### src/ucdp_pkg.sv
// ----------------------------------------------------------------------------
// ucdp_pkg
// Types and constants shared by the configuration descriptor parser.
// ----------------------------------------------------------------------------
package ucdp_pkg;

    localparam logic [2:0] KIND_CONFIG    = 3'd0;
    localparam logic [2:0] KIND_INTERFACE = 3'd1;
    localparam logic [2:0] KIND_ENDPOINT  = 3'd2;
    localparam logic [2:0] KIND_BAD_LEN   = 3'd3;
    localparam logic [2:0] KIND_SHORT     = 3'd4;

    localparam logic [7:0] TYPE_CONFIGURATION = 8'd2;
    localparam logic [7:0] TYPE_INTERFACE     = 8'd4;
    localparam logic [7:0] TYPE_ENDPOINT      = 8'd5;

    localparam logic [15:0] MIN_TOTAL    = 16'd9;
    localparam logic [1:0]  EP_TYPE_MASK = 2'h3;

    localparam int CAP_BYTES = 7;

    typedef struct packed {
        logic [7:0] data_byte;
        logic       first_byte;
    } in_word_t;

    typedef struct packed {
        logic [2:0]  record_kind;
        logic [2:0]  interface_slot;
        logic [3:0]  endpoint_slot;
        logic [7:0]  number_or_address;
        logic [7:0]  alt_or_interval;
        logic [7:0]  iface_class;
        logic [7:0]  iface_subclass;
        logic [7:0]  protocol_code;
        logic [1:0]  endpoint_type;
        logic [15:0] max_packet;
    } rec_t;

endpackage

### src/ucdp_if.sv
// ----------------------------------------------------------------------------
// ucdp_if
// Valid/ready channels of the configuration descriptor parser.
// ----------------------------------------------------------------------------
interface ucdp_byte_if;
    logic       valid;
    logic       ready;
    logic [7:0] data_byte;
    logic       first_byte;

    modport source (output valid, output data_byte, output first_byte, input ready);
    modport sink   (input valid, input data_byte, input first_byte, output ready);
endinterface

interface ucdp_rec_if;
    logic        valid;
    logic        ready;
    logic [2:0]  record_kind;
    logic [2:0]  interface_slot;
    logic [3:0]  endpoint_slot;
    logic [7:0]  number_or_address;
    logic [7:0]  alt_or_interval;
    logic [7:0]  iface_class;
    logic [7:0]  iface_subclass;
    logic [7:0]  protocol_code;
    logic [1:0]  endpoint_type;
    logic [15:0] max_packet;

    modport source (output valid, output record_kind, output interface_slot,
                    output endpoint_slot, output number_or_address,
                    output alt_or_interval, output iface_class, output iface_subclass,
                    output protocol_code, output endpoint_type, output max_packet,
                    input ready);
    modport sink   (input valid, input record_kind, input interface_slot,
                    input endpoint_slot, input number_or_address,
                    input alt_or_interval, input iface_class, input iface_subclass,
                    input protocol_code, input endpoint_type, input max_packet,
                    output ready);
endinterface

interface ucdp_cfg_if;
    logic        valid;
    logic        ready;
    logic [15:0] total_length;

    modport source (output valid, output total_length, input ready);
    modport sink   (input valid, input total_length, output ready);
endinterface

### src/ucdp_in_stage.sv
// ----------------------------------------------------------------------------
// ucdp_in_stage
// Input register for the byte channel.
// ----------------------------------------------------------------------------
module ucdp_in_stage (
    input  logic              clk,
    input  logic              rst_n,
    ucdp_byte_if.sink         bytes,
    input  logic              out_free,
    output logic              step,
    output ucdp_pkg::in_word_t word
);
    import ucdp_pkg::*;

    logic     valid_reg;
    logic     valid_next;
    in_word_t word_reg;
    logic     take;

    assign step        = valid_reg && out_free;
    assign bytes.ready = !valid_reg || out_free;
    assign take        = bytes.valid && bytes.ready;
    assign word        = word_reg;

    always_comb
    begin
        if (take)
        begin
            valid_next = 1'b1;
        end
        else if (step)
        begin
            valid_next = 1'b0;
        end
        else
        begin
            valid_next = valid_reg;
        end
    end

    always_ff @(posedge clk or negedge rst_n)
    begin
        if (!rst_n)
        begin
            valid_reg <= 1'b0;
        end
        else
        begin
            valid_reg <= valid_next;
        end
    end

    always_ff @(posedge clk)
    begin
        if (take)
        begin
            word_reg <= '{data_byte: bytes.data_byte, first_byte: bytes.first_byte};
        end
    end

endmodule

### src/ucdp_parse.sv
// ----------------------------------------------------------------------------
// ucdp_parse
// Descriptor chain state and per-byte record logic.
// ----------------------------------------------------------------------------
module ucdp_parse #(
    parameter int MAX_INTERFACES = 8,
    parameter int MAX_ENDPOINTS  = 16
) (
    input  logic               clk,
    input  logic               rst_n,
    input  logic               step,
    input  ucdp_pkg::in_word_t word,
    input  logic [15:0]        total_length,
    output logic               rec_valid,
    output ucdp_pkg::rec_t     rec
);
    import ucdp_pkg::*;

    localparam int ICW = $clog2(MAX_INTERFACES + 1);
    localparam int ECW = $clog2(MAX_ENDPOINTS + 1);

    logic [15:0]                block_offset_reg, block_offset_next, off_cur;
    logic [7:0]                 desc_offset_reg, desc_offset_next, doff_cur;
    logic [7:0]                 desc_length_reg, desc_length_next, dlen_cur;
    logic [7:0]                 desc_kind_reg, desc_kind_next, dkind_cur;
    logic [CAP_BYTES-1:0][7:0]  field_capture_reg, field_capture_next, cap_cur;
    logic [ICW-1:0]             interface_count_reg, interface_count_next, ic_cur;
    logic                       have_interface_reg, have_interface_next, have_cur;
    logic [ECW-1:0]             endpoint_count_reg, endpoint_count_next, ec_cur;
    logic                       parse_stopped_reg, parse_stopped_next, stop_cur;

    logic [7:0]     b;
    logic [16:0]    end_sum;
    logic [8:0]     doff_inc;
    logic [ICW+2:0] ic_ext;
    logic [ICW+2:0] ic_prev;
    logic [ECW+3:0] ec_ext;

    assign b        = word.data_byte;
    assign end_sum  = {1'b0, off_cur} + {9'b0, b};
    assign doff_inc = {1'b0, doff_cur} + 9'd1;
    assign ic_ext   = {3'b0, ic_cur};
    assign ic_prev  = ic_ext - (ICW+3)'(1);
    assign ec_ext   = {4'b0, ec_cur};

    // first_byte restarts the block before the byte is parsed
    always_comb
    begin
        if (word.first_byte)
        begin
            off_cur   = '0;
            doff_cur  = '0;
            dlen_cur  = '0;
            dkind_cur = '0;
            cap_cur   = '0;
            ic_cur    = '0;
            have_cur  = 1'b0;
            ec_cur    = '0;
            stop_cur  = 1'b0;
        end
        else
        begin
            off_cur   = block_offset_reg;
            doff_cur  = desc_offset_reg;
            dlen_cur  = desc_length_reg;
            dkind_cur = desc_kind_reg;
            cap_cur   = field_capture_reg;
            ic_cur    = interface_count_reg;
            have_cur  = have_interface_reg;
            ec_cur    = endpoint_count_reg;
            stop_cur  = parse_stopped_reg;
        end
    end

    always_comb
    begin
        block_offset_next    = off_cur;
        desc_offset_next     = doff_cur;
        desc_length_next     = dlen_cur;
        desc_kind_next       = dkind_cur;
        field_capture_next   = cap_cur;
        interface_count_next = ic_cur;
        have_interface_next  = have_cur;
        endpoint_count_next  = ec_cur;
        parse_stopped_next   = stop_cur;
        rec_valid            = 1'b0;
        rec                  = '0;

        priority if (stop_cur)
        begin
            rec_valid = 1'b0;
        end
        else if (off_cur == 16'd0 && total_length < MIN_TOTAL)
        begin
            rec_valid          = 1'b1;
            rec.record_kind    = KIND_SHORT;
            parse_stopped_next = 1'b1;
        end
        else if (off_cur >= total_length)
        begin
            rec_valid = 1'b0;
        end
        else if (doff_cur == 8'd0)
        begin
            // length byte
            if (b == 8'd0 || end_sum > {1'b0, total_length})
            begin
                rec_valid          = 1'b1;
                rec.record_kind    = KIND_BAD_LEN;
                parse_stopped_next = 1'b1;
            end
            else
            begin
                block_offset_next = off_cur + 16'd1;
                if (b != 8'd1)
                begin
                    desc_length_next   = b;
                    desc_kind_next     = '0;
                    field_capture_next = '0;
                    desc_offset_next   = 8'd1;
                end
            end
        end
        else
        begin
            if (doff_cur == 8'd1)
            begin
                desc_kind_next = b;
            end
            else
            begin
                for (int i = 0; i < CAP_BYTES; i++)
                begin
                    if (doff_cur == 8'(i + 2))
                    begin
                        field_capture_next[i] = b;
                    end
                end
            end
            block_offset_next = off_cur + 16'd1;

            if (doff_inc >= {1'b0, dlen_cur})
            begin
                desc_offset_next = '0;
                unique case (desc_kind_next)
                    TYPE_CONFIGURATION:
                    begin
                        rec_valid             = 1'b1;
                        rec.record_kind       = KIND_CONFIG;
                        rec.number_or_address = field_capture_next[3];
                    end
                    TYPE_INTERFACE:
                    begin
                        if (ic_cur < ICW'(MAX_INTERFACES))
                        begin
                            rec_valid             = 1'b1;
                            rec.record_kind       = KIND_INTERFACE;
                            rec.interface_slot    = ic_ext[2:0];
                            rec.number_or_address = field_capture_next[0];
                            rec.alt_or_interval   = field_capture_next[1];
                            rec.iface_class       = field_capture_next[3];
                            rec.iface_subclass    = field_capture_next[4];
                            rec.protocol_code     = field_capture_next[5];
                            interface_count_next  = ic_cur + ICW'(1);
                            have_interface_next   = 1'b1;
                            endpoint_count_next   = '0;
                        end
                    end
                    TYPE_ENDPOINT:
                    begin
                        if (have_cur && ec_cur < ECW'(MAX_ENDPOINTS))
                        begin
                            rec_valid             = 1'b1;
                            rec.record_kind       = KIND_ENDPOINT;
                            rec.interface_slot    = ic_prev[2:0];
                            rec.endpoint_slot     = ec_ext[3:0];
                            rec.number_or_address = field_capture_next[0];
                            rec.alt_or_interval   = field_capture_next[4];
                            rec.endpoint_type     = field_capture_next[1][1:0] & EP_TYPE_MASK;
                            rec.max_packet        = {field_capture_next[3],
                                                     field_capture_next[2]};
                            endpoint_count_next   = ec_cur + ECW'(1);
                        end
                    end
                    default:
                    begin
                        rec_valid = 1'b0;
                    end
                endcase
            end
            else
            begin
                desc_offset_next = doff_inc[7:0];
            end
        end
    end

    always_ff @(posedge clk or negedge rst_n)
    begin
        if (!rst_n)
        begin
            block_offset_reg    <= '0;
            desc_offset_reg     <= '0;
            desc_length_reg     <= '0;
            desc_kind_reg       <= '0;
            field_capture_reg   <= '0;
            interface_count_reg <= '0;
            have_interface_reg  <= 1'b0;
            endpoint_count_reg  <= '0;
            parse_stopped_reg   <= 1'b0;
        end
        else if (step)
        begin
            block_offset_reg    <= block_offset_next;
            desc_offset_reg     <= desc_offset_next;
            desc_length_reg     <= desc_length_next;
            desc_kind_reg       <= desc_kind_next;
            field_capture_reg   <= field_capture_next;
            interface_count_reg <= interface_count_next;
            have_interface_reg  <= have_interface_next;
            endpoint_count_reg  <= endpoint_count_next;
            parse_stopped_reg   <= parse_stopped_next;
        end
    end

endmodule

### src/ucdp_out_stage.sv
// ----------------------------------------------------------------------------
// ucdp_out_stage
// Result register for the record channel.
// ----------------------------------------------------------------------------
module ucdp_out_stage (
    input  logic           clk,
    input  logic           rst_n,
    input  logic           load,
    input  ucdp_pkg::rec_t rec,
    output logic           out_free,
    ucdp_rec_if.source     records
);
    import ucdp_pkg::*;

    logic valid_reg;
    logic valid_next;
    rec_t rec_reg;

    assign out_free = !valid_reg || records.ready;

    always_comb
    begin
        if (load)
        begin
            valid_next = 1'b1;
        end
        else if (records.ready)
        begin
            valid_next = 1'b0;
        end
        else
        begin
            valid_next = valid_reg;
        end
    end

    always_ff @(posedge clk or negedge rst_n)
    begin
        if (!rst_n)
        begin
            valid_reg <= 1'b0;
        end
        else
        begin
            valid_reg <= valid_next;
        end
    end

    always_ff @(posedge clk)
    begin
        if (load)
        begin
            rec_reg <= rec;
        end
    end

    assign records.valid             = valid_reg;
    assign records.record_kind       = rec_reg.record_kind;
    assign records.interface_slot    = rec_reg.interface_slot;
    assign records.endpoint_slot     = rec_reg.endpoint_slot;
    assign records.number_or_address = rec_reg.number_or_address;
    assign records.alt_or_interval   = rec_reg.alt_or_interval;
    assign records.iface_class       = rec_reg.iface_class;
    assign records.iface_subclass    = rec_reg.iface_subclass;
    assign records.protocol_code     = rec_reg.protocol_code;
    assign records.endpoint_type     = rec_reg.endpoint_type;
    assign records.max_packet        = rec_reg.max_packet;

endmodule

### src/usb_config_descriptor_parser_core.sv
// ----------------------------------------------------------------------------
// usb_config_descriptor_parser_core
// Walks a USB configuration descriptor block one byte per word and emits
// configuration, interface, endpoint and stop records.
//
//   channel   dir   payload                         handshake
//   bytes     in    data_byte, first_byte           valid/ready
//   records   out   record_kind .. max_packet       valid/ready
//   cfg       in    total_length                    valid/ready (ready tied high)
//
// One byte per cycle sustained while records.ready is high; a record is
// presented once its byte has passed the input register, the parse logic
// and the result register. The parse state is a loop on the accepted byte.
// rst_n (async, active low) clears parse state, total_length and both stages.
// records.ready low holds the result; bytes.ready drops once the input
// register also holds a word.
// ----------------------------------------------------------------------------
module usb_config_descriptor_parser_core #(
    parameter int MAX_INTERFACES = 8,
    parameter int MAX_ENDPOINTS  = 16
) (
    input  logic        clk,
    input  logic        rst_n,
    ucdp_byte_if.sink   bytes,
    ucdp_rec_if.source  records,
    ucdp_cfg_if.sink    cfg
);
    import ucdp_pkg::*;

    logic [15:0] total_length_reg;
    logic        out_free;
    logic        step;
    logic        rec_valid;
    in_word_t    word;
    rec_t        rec;

    assign cfg.ready = 1'b1;

    always_ff @(posedge clk or negedge rst_n)
    begin
        if (!rst_n)
        begin
            total_length_reg <= '0;
        end
        else if (cfg.valid && cfg.ready)
        begin
            total_length_reg <= cfg.total_length;
        end
    end

    ucdp_in_stage u_in_stage (
        .clk      (clk),
        .rst_n    (rst_n),
        .bytes    (bytes),
        .out_free (out_free),
        .step     (step),
        .word     (word)
    );

    ucdp_parse #(
        .MAX_INTERFACES (MAX_INTERFACES),
        .MAX_ENDPOINTS  (MAX_ENDPOINTS)
    ) u_parse (
        .clk          (clk),
        .rst_n        (rst_n),
        .step         (step),
        .word         (word),
        .total_length (total_length_reg),
        .rec_valid    (rec_valid),
        .rec          (rec)
    );

    ucdp_out_stage u_out_stage (
        .clk      (clk),
        .rst_n    (rst_n),
        .load     (step && rec_valid),
        .rec      (rec),
        .out_free (out_free),
        .records  (records)
    );

    a_step_needs_room: assert property (@(posedge clk) disable iff (!rst_n)
        step |-> (!records.valid || records.ready))
        else $error("parse step with result register occupied");

    a_record_shows: assert property (@(posedge clk) disable iff (!rst_n)
        (step && rec_valid) |=> records.valid)
        else $error("produced record not presented");

    a_backpressure_cause: assert property (@(posedge clk) disable iff (!rst_n)
        !bytes.ready |-> (records.valid && !records.ready))
        else $error("byte channel stalled without output stall");

endmodule

### src/flat_wrapper.sv
// flat-port wrapper written by rule: the top's interface ports become plain ports
module usb_config_descriptor_parser_core_flat import ucdp_pkg::*;
#(
    parameter int MAX_INTERFACES = 8,
    parameter int MAX_ENDPOINTS  = 16
)
  (clk, rst_n, bytes_valid, bytes_data_byte, bytes_first_byte, bytes_ready, records_valid, records_record_kind, records_interface_slot, records_endpoint_slot, records_number_or_address, records_alt_or_interval, records_iface_class, records_iface_subclass, records_protocol_code, records_endpoint_type, records_max_packet, records_ready, cfg_valid, cfg_total_length, cfg_ready);
  ucdp_byte_if bytes_i ();
  ucdp_rec_if records_i ();
  ucdp_cfg_if cfg_i ();
  input  logic clk;
  input  logic rst_n;
  input wire logic [$bits(bytes_i.valid)-1:0] bytes_valid;
  input wire logic [$bits(bytes_i.data_byte)-1:0] bytes_data_byte;
  input wire logic [$bits(bytes_i.first_byte)-1:0] bytes_first_byte;
  output wire logic [$bits(bytes_i.ready)-1:0] bytes_ready;
  output wire logic [$bits(records_i.valid)-1:0] records_valid;
  output wire logic [$bits(records_i.record_kind)-1:0] records_record_kind;
  output wire logic [$bits(records_i.interface_slot)-1:0] records_interface_slot;
  output wire logic [$bits(records_i.endpoint_slot)-1:0] records_endpoint_slot;
  output wire logic [$bits(records_i.number_or_address)-1:0] records_number_or_address;
  output wire logic [$bits(records_i.alt_or_interval)-1:0] records_alt_or_interval;
  output wire logic [$bits(records_i.iface_class)-1:0] records_iface_class;
  output wire logic [$bits(records_i.iface_subclass)-1:0] records_iface_subclass;
  output wire logic [$bits(records_i.protocol_code)-1:0] records_protocol_code;
  output wire logic [$bits(records_i.endpoint_type)-1:0] records_endpoint_type;
  output wire logic [$bits(records_i.max_packet)-1:0] records_max_packet;
  input wire logic [$bits(records_i.ready)-1:0] records_ready;
  input wire logic [$bits(cfg_i.valid)-1:0] cfg_valid;
  input wire logic [$bits(cfg_i.total_length)-1:0] cfg_total_length;
  output wire logic [$bits(cfg_i.ready)-1:0] cfg_ready;
  assign bytes_i.valid = bytes_valid;
  assign bytes_i.data_byte = bytes_data_byte;
  assign bytes_i.first_byte = bytes_first_byte;
  assign bytes_ready = bytes_i.ready;
  assign records_valid = records_i.valid;
  assign records_record_kind = records_i.record_kind;
  assign records_interface_slot = records_i.interface_slot;
  assign records_endpoint_slot = records_i.endpoint_slot;
  assign records_number_or_address = records_i.number_or_address;
  assign records_alt_or_interval = records_i.alt_or_interval;
  assign records_iface_class = records_i.iface_class;
  assign records_iface_subclass = records_i.iface_subclass;
  assign records_protocol_code = records_i.protocol_code;
  assign records_endpoint_type = records_i.endpoint_type;
  assign records_max_packet = records_i.max_packet;
  assign records_i.ready = records_ready;
  assign cfg_i.valid = cfg_valid;
  assign cfg_i.total_length = cfg_total_length;
  assign cfg_ready = cfg_i.ready;
  usb_config_descriptor_parser_core #(.MAX_INTERFACES(MAX_INTERFACES), .MAX_ENDPOINTS(MAX_ENDPOINTS)) u_core (.clk(clk), .rst_n(rst_n), .bytes(bytes_i), .records(records_i), .cfg(cfg_i));
endmodule
### config.mk
export PLATFORM = sky130hd
export DESIGN_NAME = usb_config_descriptor_parser_core_flat
export DESIGN_NICKNAME = d
export VERILOG_FILES = /design/src/ucdp_pkg.sv /design/src/ucdp_if.sv /design/src/ucdp_in_stage.sv /design/src/ucdp_parse.sv /design/src/ucdp_out_stage.sv /design/src/usb_config_descriptor_parser_core.sv /design/src/flat_wrapper.sv
export SDC_FILE = /design/constraint.sdc
export NUM_CORES = 1
export LEC_CHECK = 0
export BUFFER_PORTS_ARGS = -buffer_cell sky130_fd_sc_hd__buf_2
export CAP_MARGIN = 30
export CORE_MARGIN = 5
export CORE_UTILIZATION = 65
export CTS_CLUSTER_DIAMETER = 40
export DETAILED_ROUTE_END_ITERATION = 10
export PLACE_DENSITY = 0.95
export SYNTH_ARGS = -nofsm -noshare
export SYNTH_HDL_FRONTEND = slang
export SYNTH_SLANG_ARGS = --single-unit
### constraint.sdc
create_clock -name clk -period 15.93 [get_ports clk]
set_input_delay 2.3895 -clock clk [delete_from_list [all_inputs] [get_ports clk]]
set_output_delay 2.3895 -clock clk [all_outputs]
set_load 0.05 [all_outputs]
==> results of run 1 <==
## layer usage
layer	vias to the layer above	routed length, um	share of wire	track usage
met3	161	3140	0.11	0.0829
met5	-	0	0	0
met4	0	1500	0.051	0.147
li1	3945	-	-	-
met1	4348	11100	0.38	0.396
met2	625	13700	0.46	0.477
## placed cells by master (no fill, tap or decap), types with 15 or more instances in the layout
master     count
xnor2_1       26
nand3_1       24
a22o_1        24
buf_2         98
nor3b_1       33
nor2b_1       37
clkbuf_16     18
and2_1        15
o2bb2ai_1     52
inv_1         37
nand2_1       94
edfxtp_1      77
o21ai_0       34
a21oi_1       53
mux2i_1       17
ha_1          51
nor3_1        17
o22a_1        17
nor2_1       104
dfrtp_1      117
## stage by stage
stage | worst slack [ns] | area (um^2) | instances
4_1_cts | 9.53 | 11900 | 1344
2_1_floorplan | 7.23 | 10700 | 1052
5_1_grt | 9.37 | 12000 | 1345
3_5_place_dp | 9.63 | 11300 | 1312
3_3_place_gp | 9.79 | 11300 | 1311
6_report | 9.82 | 12000 | 1345
## power by group
part           leakage [nW]  internal, mW  switching (mW)
clock network         0.311         0.250           0.214
registers              2.28         0.540          0.0243
logic                  2.33        0.0630           0.127
total                  4.93         0.853           0.365
## cell families after synthesis
| family | Yosys count |
|---|---|
| AND/OR/NAND/NOR | 390 |
| AO/OA/AOI/OAI | 253 |
| flip-flops | 194 |
| buffers and inverters | 103 |
| adder cells (fa/ha/maj) | 54 |
| XOR/XNOR | 39 |
| multiplexers | 18 |
| other | 1 |
## layout make-up
type	count	share of cell area
Sequential cell	194	0.438
Multi-Input combinational cell	755	0.424
Timing Repair Buffer	107	0.0494
Clock buffer	18	0.0377
Tap cell	220	0.0230
Clock inverter	14	0.0158
Inverter	37	0.0116
## how the worst max path moves through the flow
stage | slack, ns | end | from
2_1_floorplan | 7.23 | u_core.u_out_stage.records.alt_or_interval[0]$_SDFFCE_PP0P_ | u_core.u_in_stage.word[0]$_DFFE_PP_
3_3_place_gp | 9.79 | u_core.u_out_stage.records.alt_or_interval[0]$_SDFFCE_PP0P_ | u_core.u_in_stage.word[0]$_DFFE_PP_
3_5_place_dp | 9.63 | u_core.u_out_stage.records.iface_subclass[3]$_SDFFCE_PP0P_ | u_core.u_in_stage.word[0]$_DFFE_PP_
4_1_cts | 9.53 | u_core.u_parse.field_capture_reg[11]$_DFFE_PN0P_ | u_core.u_in_stage.word[0]$_DFFE_PP_
5_1_grt | 9.37 | u_core.u_parse.field_capture_reg[11]$_DFFE_PN0P_ | u_core.u_in_stage.word[0]$_DFFE_PP_
6_report | 9.82 | u_core.u_parse.field_capture_reg[11]$_DFFE_PN0P_ | u_core.u_in_stage.word[0]$_DFFE_PP_
==> run metrics, run 1 <==
Synth top cells by count 117 x dfrtp_1, 104 x nor2_1, 94 x nand2_1, 77 x edfxtp_1, 54 x a21oi_1; FF/Latch Area around 5200 um^2; Post-DP HPWL approximately 19,000 um; Worst path depth 22; Reg clk slew, reported paths 0.08 ns; Initial DRC Count between 1,000 and 1,500; DR vias/cell 6.75; Final Slew Violations 0; worst path cell trace buf_4 > buf_16 > nor2b_1 > ha_1 > a21o_1 > maj3_1 > maj3_1 > o2111ai_1 > a21oi_1 > or2_1 > nand2_1 > xnor2_1 > ha_1 > nand4_1 > nor3_2 > a221oi_1 > a21boi_1 > o31ai_1 > a21o_1 > nand2_1 > buf_4 > o2bb2ai_1; slowest stage delay, CP roughly 0.50 ns; largest cells by area after synthesis dfrtp_1 27%, edfxtp_1 22%, ha_1 6.0%, o2bb2ai_1 4.2%, nor2_1 3.6%; Hold Path Sink u_core.u_parse.field_capture_reg[35]$_DFFE_PN0P_; Mapped Avg Cell Area 10.2 um^2; Buf/Inv on CP 3; Synth Area in Compound Gates 0.172; Final Util 0.729; post-synth design cell area roughly 11,000 um^2; Layout area overhead 11.6%; Worst Max-Slew Pin Slew about 1.0 ns; Initial Util 0.653; Worst-Skew Late Latency about 0.45 ns; GRT Total Usage 0.305; Critical-path top delay cell buf_4; diode count 0; WL final approximately 29,000 um; GRT overflow 0; reg-to-reg endpoint u_core.u_parse.field_capture_reg[11]$_DFFE_PN0P_; Fmax approximately 160 MHz; Die H roughly 140 um; Hold WC Path Type flop to flop; setup TNS 0 ns; Hold Path Stages 1; first-pass GRT wire length roughly 47,000 um; core area roughly 16,000 um^2; row count 47; RePlAce Congestion roughly 0.92; reg2reg setup slack ~10 ns; unique cell type count in the Yosys netlist 76; Routed Antenna Nets 0; largest net degree at the start of global routing about 110; clock root cell clkbuf_16; area of the multi-input gates 5070 um^2; register area share after synthesis 0.489; count of state elements after synthesis roughly 190; crit path launch type flop; Required @ worst endpoint ~16 ns; Tcrit/Tclk final 0.383; Fillers 1,013; post-synthesis mux area share 0.0169; RSZ-0062 raised after global routing no; CP endpoint kind flop; clk_skew about 0.011 ns; hold buffers post-CTS 0; CP arrival 6.45 ns; share of cells above drive strength 1 0.142; die area about 19,000 um^2; final hold slack around 0.49 ns; I/O Buffers between 90 and 100; # clock sinks between 150 and 200; largest family of logic cells by synthesized area simple AND/OR/NAND/NOR gates; Nets roughly 1,200; Max VDD drop 0.107 mV; Crit Path Class flop to flop; XOR/XNOR Fraction of Synth Area 0.0326; # IOs 101; Post-CTS Setup Inserts 0; number of synthesized flops with an enable pin 77; Yosys Warn Count 0; Yosys top cell by area dfrtp_1; overall power roughly 1.2 mW; Hold Fails Final Rpt 0; max FFs per register 48; post-synthesis adder-cell area fraction 0.0633; Rel. slew slack 0.327; Worst Reg-to-Reg Cells 22; share of the synthesized area in the top cell type 0.273; Tmin final around 6.1 ns; WL/cell roughly 22 um; Bufs on Longest Clock Path 2; Syn Nets 1,134; First-pass DRT Iterations 6; pwr dens 102 nW/um^2; cts repair resizes 0; most frequent cell after synthesis dfrtp_1; DIE WIDTH between 100 and 150 um; max-cap violations 0; CTS Buf Count 17; vias in the first global route approximately 9,000; hold_sp u_core.u_parse.field_capture_reg[35]$_DFFE_PN0P_; async set or reset register ratio after synthesis 0.603; DRC violations left 0; TritonCTS clock tree built; Post-synth top flop dfrtp_1; vias between 9,000 and 10,000; P_leak 4.93 nW; post-synthesis simple-gate area fraction 0.187; outcome finished, final reports clean; CP Max Fanout slightly above 100; Worst path top cell family by delay compound AO/OA/AOI/OAI gates; Mapped Cells ~1,100; H-Tree Depth 4; Crit Reg-Reg Startpoint u_core.u_in_stage.word[0]$_DFFE_PP_; final setup vio count 0; initial antenna violation count 0
Note: power is estimated with default switching activity, not from simulation.
==> inputs of run 2 (changes only) <==
--- a/config.mk
+++ b/config.mk
@@ -8,10 +8,10 @@
 export BUFFER_PORTS_ARGS = -buffer_cell sky130_fd_sc_hd__buf_2
 export CAP_MARGIN = 30
 export CORE_MARGIN = 5
-export CORE_UTILIZATION = 65
+export CORE_UTILIZATION = 60
 export CTS_CLUSTER_DIAMETER = 40
 export DETAILED_ROUTE_END_ITERATION = 10
-export PLACE_DENSITY = 0.95
+export PLACE_DENSITY = 0.91
 export SYNTH_ARGS = -nofsm -noshare
 export SYNTH_HDL_FRONTEND = slang
 export SYNTH_SLANG_ARGS = --single-unit
==> constraint.sdc (replaced) <==
create_clock -name clk -period 6.32 [get_ports clk]
set_input_delay 0.948 -clock clk [delete_from_list [all_inputs] [get_ports clk]]
set_output_delay 0.948 -clock clk [all_outputs]
set_load 0.05 [all_outputs]
==> run 2 against run 1 <==
  * The run now ends with DRC left
  * Non-clock buffer count grew 12
  * Sequential cell count is the same
  * Worst hold slack lost 0.0026 ns
  * Via count grew 0.51%
  * Count of clock-buffer cells in the layout shrank 1
  * Critical endpoint is now u_core.u_out_stage.records.endpoint_slot[2]$_SDFFCE_PP0P_
  * Highest routed layer unchanged
==> run metrics, run 2 (same netlist as run 1, synthesis figures left out) <==
outcome complete, but fails checks; failing checks DRC; Flop pwr share 0.465 (+0.002); CP Max Fanout 35 (-66%); Fillers 1,231 (+22%); Final Slew Violations 0 (unchanged); Die H 144 um (+3.8%); First-pass DRT Iterations 9 (+3); Post-DP HPWL 19,700 um (+5.2%); max-cap violations 0 (unchanged); pwr dens 253 nW/um^2 (+150%); WL/cell 21.8 um (-0.33%); Required @ worst endpoint 6.46 ns (-9.81 ns); Initial DRC Count 1,204 (-6.2%); # clock sinks 194 (unchanged); Post-CTS Setup Inserts 0 (unchanged); Routed Antenna Nets 0 (unchanged); sw power 942 uW (+160%); Bufs on Longest Clock Path 2 (unchanged); Nets 1,206 (+1.0%); max FFs per register 48 (unchanged); Initial Util 0.615 (-0.0379); Final Util 0.690 (-0.0385); TritonCTS clock tree built; DIE WIDTH 144 um (+3.8%); Reg clk slew, reported paths 0.08 ns (about the same); final setup vio count 0 (unchanged); RePlAce Congestion 0.906 (-1.2%); share of cells above drive strength 1 0.151 (+0.00905); Clock Power Share 0.375 (-0.006); RSZ-0062 raised after global routing no; crit path launch type flop; clk_skew 0.0149 ns (+0.00438 ns); setup TNS 0 ns (unchanged); Crit Path Class flop to flop; Hold WC Path Type flop to flop; GRT Total Usage 0.295 (-0.0101); CP arrival 5.81 ns (-0.64 ns); die area 20,600 um^2 (+7.7%); cts repair resizes 0 (unchanged); Design Area, Final 12,000 um^2 (+0.54%); Hold Fails Final Rpt 0 (unchanged); H-Tree Depth 4 (unchanged); Worst-Skew Late Latency 0.45 ns (about the same); most frequent cells in the layout 117 x dfrtp_1, 104 x nor2_1, 98 x buf_2; Logic pwr share 0.160 (+0.004); Worst Max-Slew Pin Slew 0.901 ns (-0.109 ns); initial antenna violation count 0 (unchanged); core area 17,400 um^2 (+6.2%); first-pass GRT wire length 47,700 um (+0.79%); P_leak 4.96 nW (+0.72%); vias 9,125 (+0.51%); clock root cell clkbuf_16; Rel. slew slack 0.399 (+0.0727); WL final 29,700 um (+0.93%); DR vias/cell 6.70 (-0.75%); diode count 0 (unchanged); Int Pwr 2.10 mW (+150%); I/O Buffers 99 (unchanged); Placed Instance Area 11,400 um^2 (+0.92%); commonest non-fill, non-tap cell in the layout dfrtp_1; hold buffers post-CTS 0 (unchanged); vias in the first global route 8,863 (-1.8%); CTS Buf Count 17 (unchanged); Layout area overhead 12.2%; # IOs 101 (unchanged); Tmin final 5.67 ns (-0.433 ns); DRC violations left 2 (+2); row count 48 (+2.1%); Tcrit/Tclk final 0.898 (+0.514); CP endpoint kind flop; Fmax 176 MHz (+7.6%); largest net degree at the start of global routing 69 (-36%); Max VDD drop 0.223 mV (+110%); GRT overflow 0 (unchanged); Net Sw Frac 0.310 (+0.00992)
run 2: through the flow:
stage	worst slack, ns	total power, mW	hold slack (ns)	instances
floorplan	0.00240	1.75	0.448	1052
global placement	0.977	1.88	0.463	1330
detailed placement	0.735	1.90	0.466	1330
CTS	0.683	3.03	0.486	1362
global route	0.379	3.14	0.493	1362
finish	0.648	3.04	0.486	1362
run 2: power by group through the flow:
| stage | clock network [mW] | logic [mW] | registers (mW) |
|---|---|---|---|
| final | 1.14 | 0.487 | 1.42 |
| after global routing | 1.19 | 0.526 | 1.42 |
| after CTS | 1.14 | 0.476 | 1.41 |
| after detailed placement | 0 | 0.463 | 1.44 |
| after global placement | 0 | 0.444 | 1.43 |
| after floorplan | 0 | 0.307 | 1.44 |
run 2: layout make-up:
type | count | area (um^2) | area share
sequential | 194 | 5240 | 0.436
clock buffer | 17 | 425 | 0.0354
clock inverter | 15 | 203 | 0.0169
tap | 225 | 282 | 0.0234
inverter | 37 | 139 | 0.0116
multi-input combinational | 755 | 5070 | 0.422
timing repair buffer | 119 | 661 | 0.0549
run 2: worst max-delay path, stage by stage, from the launching register on:
cell and delay [ns]:
edfxtp_1 0.42, nor2b_1 0.43, ha_1 0.32, a21o_1 0.16, maj3_1 0.39, maj3_1 0.39, o2111ai_1 0.24, a21oi_1 0.13
or2_1 0.27, nand2_1 0.09, xnor2_1 0.07, ha_1 0.34, nand4_1 0.17, nor3_2 0.22, a221oi_1 0.10, a21boi_1 0.36
o31a_4 0.26, a21oi_1 0.15, a21oi_4 0.53, buf_12 0.29
run 2: final timing paths:
kind / startpoint / to / slack (ns) / cells after the start
max in group asynchronous: rst_n / u_core.u_parse.desc_offset_reg[7]$_DFFE_PN0P_ / 4.49 / 2
min in group asynchronous: rst_n / u_core.total_length_reg[9]$_DFFE_PN0P_ / 0.60 / 1
setup reg to reg: u_core.u_in_stage.word[0]$_DFFE_PP_ / u_core.u_out_stage.records.endpoint_slot[2]$_SDFFCE_PP0P_ / 0.65 / 19
hold / removal: u_core.u_parse.field_capture_reg[11]$_DFFE_PN0P_ / u_core.u_parse.field_capture_reg[11]$_DFFE_PN0P_ / 0.49 / 1
setup / recovery: u_core.u_in_stage.word[0]$_DFFE_PP_ / u_core.u_out_stage.records.endpoint_slot[2]$_SDFFCE_PP0P_ / 0.65 / 19
hold reg to reg: u_core.u_parse.field_capture_reg[11]$_DFFE_PN0P_ / u_core.u_parse.field_capture_reg[11]$_DFFE_PN0P_ / 0.49 / 1
run 2: per-layer routing:
metal | track usage | vias up | routed length (um) | share of wire
met5 | 0 | - | 0 | 0
met4 | 0.132 | 0 | 1310 | 0.044
met3 | 0.0616 | 129 | 2930 | 0.099
met2 | 0.472 | 601 | 14200 | 0.48
met1 | 0.389 | 4405 | 11300 | 0.38
li1 | - | 3990 | - | -
==> inputs of run 3 (changes only) <==
--- a/config.mk
+++ b/config.mk
@@ -5,7 +5,8 @@
 export SDC_FILE = /design/constraint.sdc
 export NUM_CORES = 1
 export LEC_CHECK = 0
-export BUFFER_PORTS_ARGS = -buffer_cell sky130_fd_sc_hd__buf_2
+export ABC_CLOCK_PERIOD_IN_PS = 6320
+export BUFFER_PORTS_ARGS = -buffer_cell sky130_fd_sc_hd__clkbuf_2
 export CAP_MARGIN = 30
 export CORE_MARGIN = 5
 export CORE_UTILIZATION = 60
==> run 3 against run 2 <==
  * The run now ends clean
  * Worst hold slack lost 0.0023 ns
  * Non-clock buffer count is 1 lower
  * Cell area is 0.43% lower
  * Clock power is 6% lower
  * Die area is the same
  * Largest cell class unchanged
  * Critical path type unchanged
  * Final cell count about the same
==> run metrics, run 3 (same netlist as run 1, synthesis figures left out) <==
outcome finished, final reports clean; GRT overflow 0 (unchanged); post-placement cell count 1,329 (-0.075%); CP arrival 5.97 ns (+0.16 ns); die area 20,600 um^2 (unchanged); Finished Layout Cells 1,361 (-0.073%); Required @ worst endpoint 6.70 ns (+0.24 ns); Worst-Skew Late Latency 0.45 ns (about the same); Post-CTS Setup Inserts 0 (unchanged); clock root cell clkbuf_16; Die H 144 um (unchanged); First-pass DRT Iterations 7 (-2); Critical-path top delay cell buf_4; Initial Util 0.615 (unchanged); Rel. slew slack 0.340 (-0.0593); Initial DRC Count 1,099 (-8.7%); I/O Buffers 99 (unchanged); largest net degree at the start of global routing 77 (+12%); final setup vio count 0 (unchanged); Post-DP HPWL 18,900 um (-4.1%); P_leak 4.97 nW (about the same); DIE WIDTH 144 um (unchanged); diode count 0 (unchanged); WL/cell 20.7 um (-5.0%); setup TNS 0 ns (unchanged); Reg clk slew, reported paths 0.07 ns (about the same); vias 8,904 (-2.4%); # IOs 101 (unchanged); vias in the first global route 8,897 (+0.38%); cts repair resizes 0 (unchanged); Tmin final 5.59 ns (-0.0841 ns); Hold WC Path Type flop to flop; max FFs per register 48 (unchanged); Hold Fails Final Rpt 0 (unchanged); first-pass GRT wire length 46,300 um (-2.8%); Routed Antenna Nets 0 (unchanged); CP Max Fanout 76 (+120%); Layout area overhead 11.7%; CTS Buf Count 17 (unchanged); commonest non-fill, non-tap cell in the layout dfrtp_1; # clock sinks 194 (unchanged); Final Slew Violations 0 (unchanged); GRT Total Usage 0.284 (-0.0105); Nets 1,205 (-0.083%); H-Tree Depth 4 (unchanged); pwr dens 247 nW/um^2 (-2.3%); initial antenna violation count 0 (unchanged); Max VDD drop 0.240 mV (+7.6%); Bufs on Longest Clock Path 2 (unchanged); Fmax 179 MHz (+1.5%); CP endpoint kind flop; RePlAce Congestion 0.910 (+0.44%); slowest stage delay, CP 0.64 ns (+0.11 ns); share of cells above drive strength 1 0.150 (-0.00163); DRC violations left 0 (-2); Worst Max-Slew Pin Slew 0.990 ns (+0.0890 ns); most frequent cells in the layout 117 x dfrtp_1, 104 x nor2_1, 98 x clkbuf_2; core area 17,400 um^2 (unchanged); final hold slack 0.484 ns (-0.00233 ns); max-cap violations 0 (unchanged); clk_skew 0.0108 ns (-0.00407 ns); RSZ-0062 raised after global routing no; hold buffers post-CTS 0 (unchanged); Worst path top cell family by delay simple AND/OR/NAND/NOR gates; crit path launch type flop; Buf/Inv on CP 1 (unchanged); TritonCTS clock tree built; WL final 28,200 um (-5.1%); row count 48 (unchanged); Tcrit/Tclk final 0.884 (-0.0133); worst path cell trace buf_4 > nor2b_1 > maj3_1 > maj3_1 > o2111ai_1 > a21oi_1 > or2_1 > nand2_1 > xnor2_1 > ha_1 > nand4_1 > nor3_2 > a221oi_1 > a21boi_1 > o31a_4 > or4_1 > or4_1 > nand3_1; Crit Path Class flop to flop; DR vias/cell 6.54 (-2.4%)
run 3: cell count changes in the layout (fill, tap and decap cells not counted):
cell       before  now
bufinv_16       1    0
clkbuf_8        0    1
clkinv_1        0    1
clkinv_8        5    3
inv_12          1    0
clkbuf_2        0   98
clkinv_4        0    2
buf_4          20   19
buf_2          98    0
run 3: area by class of cell:
type	instances	area, um^2
clock buffer	18	439
clock inverter	14	145
fill	1210	5440
inverter	37	139
multi-input combinational	755	5070
sequential	194	5240
tap	225	282
timing repair buffer	118	653
run 3: per-layer routing:
layer,routed length [um],track usage
met1,11400,0.386
met2,13200,0.451
met3,2700,0.0576
met4,944,0.115
met5,0,0
run 3: where the power goes:
| part | switching (mW) | internal (mW) |
|---|---|---|
| clock | 0.530 | 0.536 |
| sequential | 0.0561 | 1.36 |
| combinational | 0.311 | 0.164 |
run 3: worst paths after layout:
path / startpoint / to / slack [ns] / cells after the start
max in group asynchronous: rst_n / u_core.u_parse.block_offset_reg[8]$_DFFE_PN0P_ / 4.43 / 2
worst min-delay path: u_core.u_parse.field_capture_reg[4]$_DFFE_PN0P_ / u_core.u_parse.field_capture_reg[4]$_DFFE_PN0P_ / 0.48 / 1
worst max register to register: u_core.u_in_stage.word[0]$_DFFE_PP_ / u_core.u_parse.block_offset_reg[11]$_DFFE_PN0P_ / 0.73 / 18
worst max-delay path: u_core.u_in_stage.word[0]$_DFFE_PP_ / u_core.u_parse.block_offset_reg[11]$_DFFE_PN0P_ / 0.73 / 18
min in group asynchronous: rst_n / u_core.total_length_reg[9]$_DFFE_PN0P_ / 0.61 / 1
worst min register to register: u_core.u_parse.field_capture_reg[4]$_DFFE_PN0P_ / u_core.u_parse.field_capture_reg[4]$_DFFE_PN0P_ / 0.48 / 1
run 3: metrics by stage:
step / cell area [um^2] / utilization / setup WS, ns / total power [mW]
after floorplan: 10700 / - / 0.00240 / 1.75
after global placement: 11400 / 0.654 / 0.993 / 1.88
after detailed placement: 11400 / 0.654 / 0.823 / 1.90
after CTS: 12000 / 0.687 / 0.786 / 2.95
after global routing: 12000 / 0.687 / 0.506 / 3.06
final: 12000 / 0.687 / 0.732 / 2.96
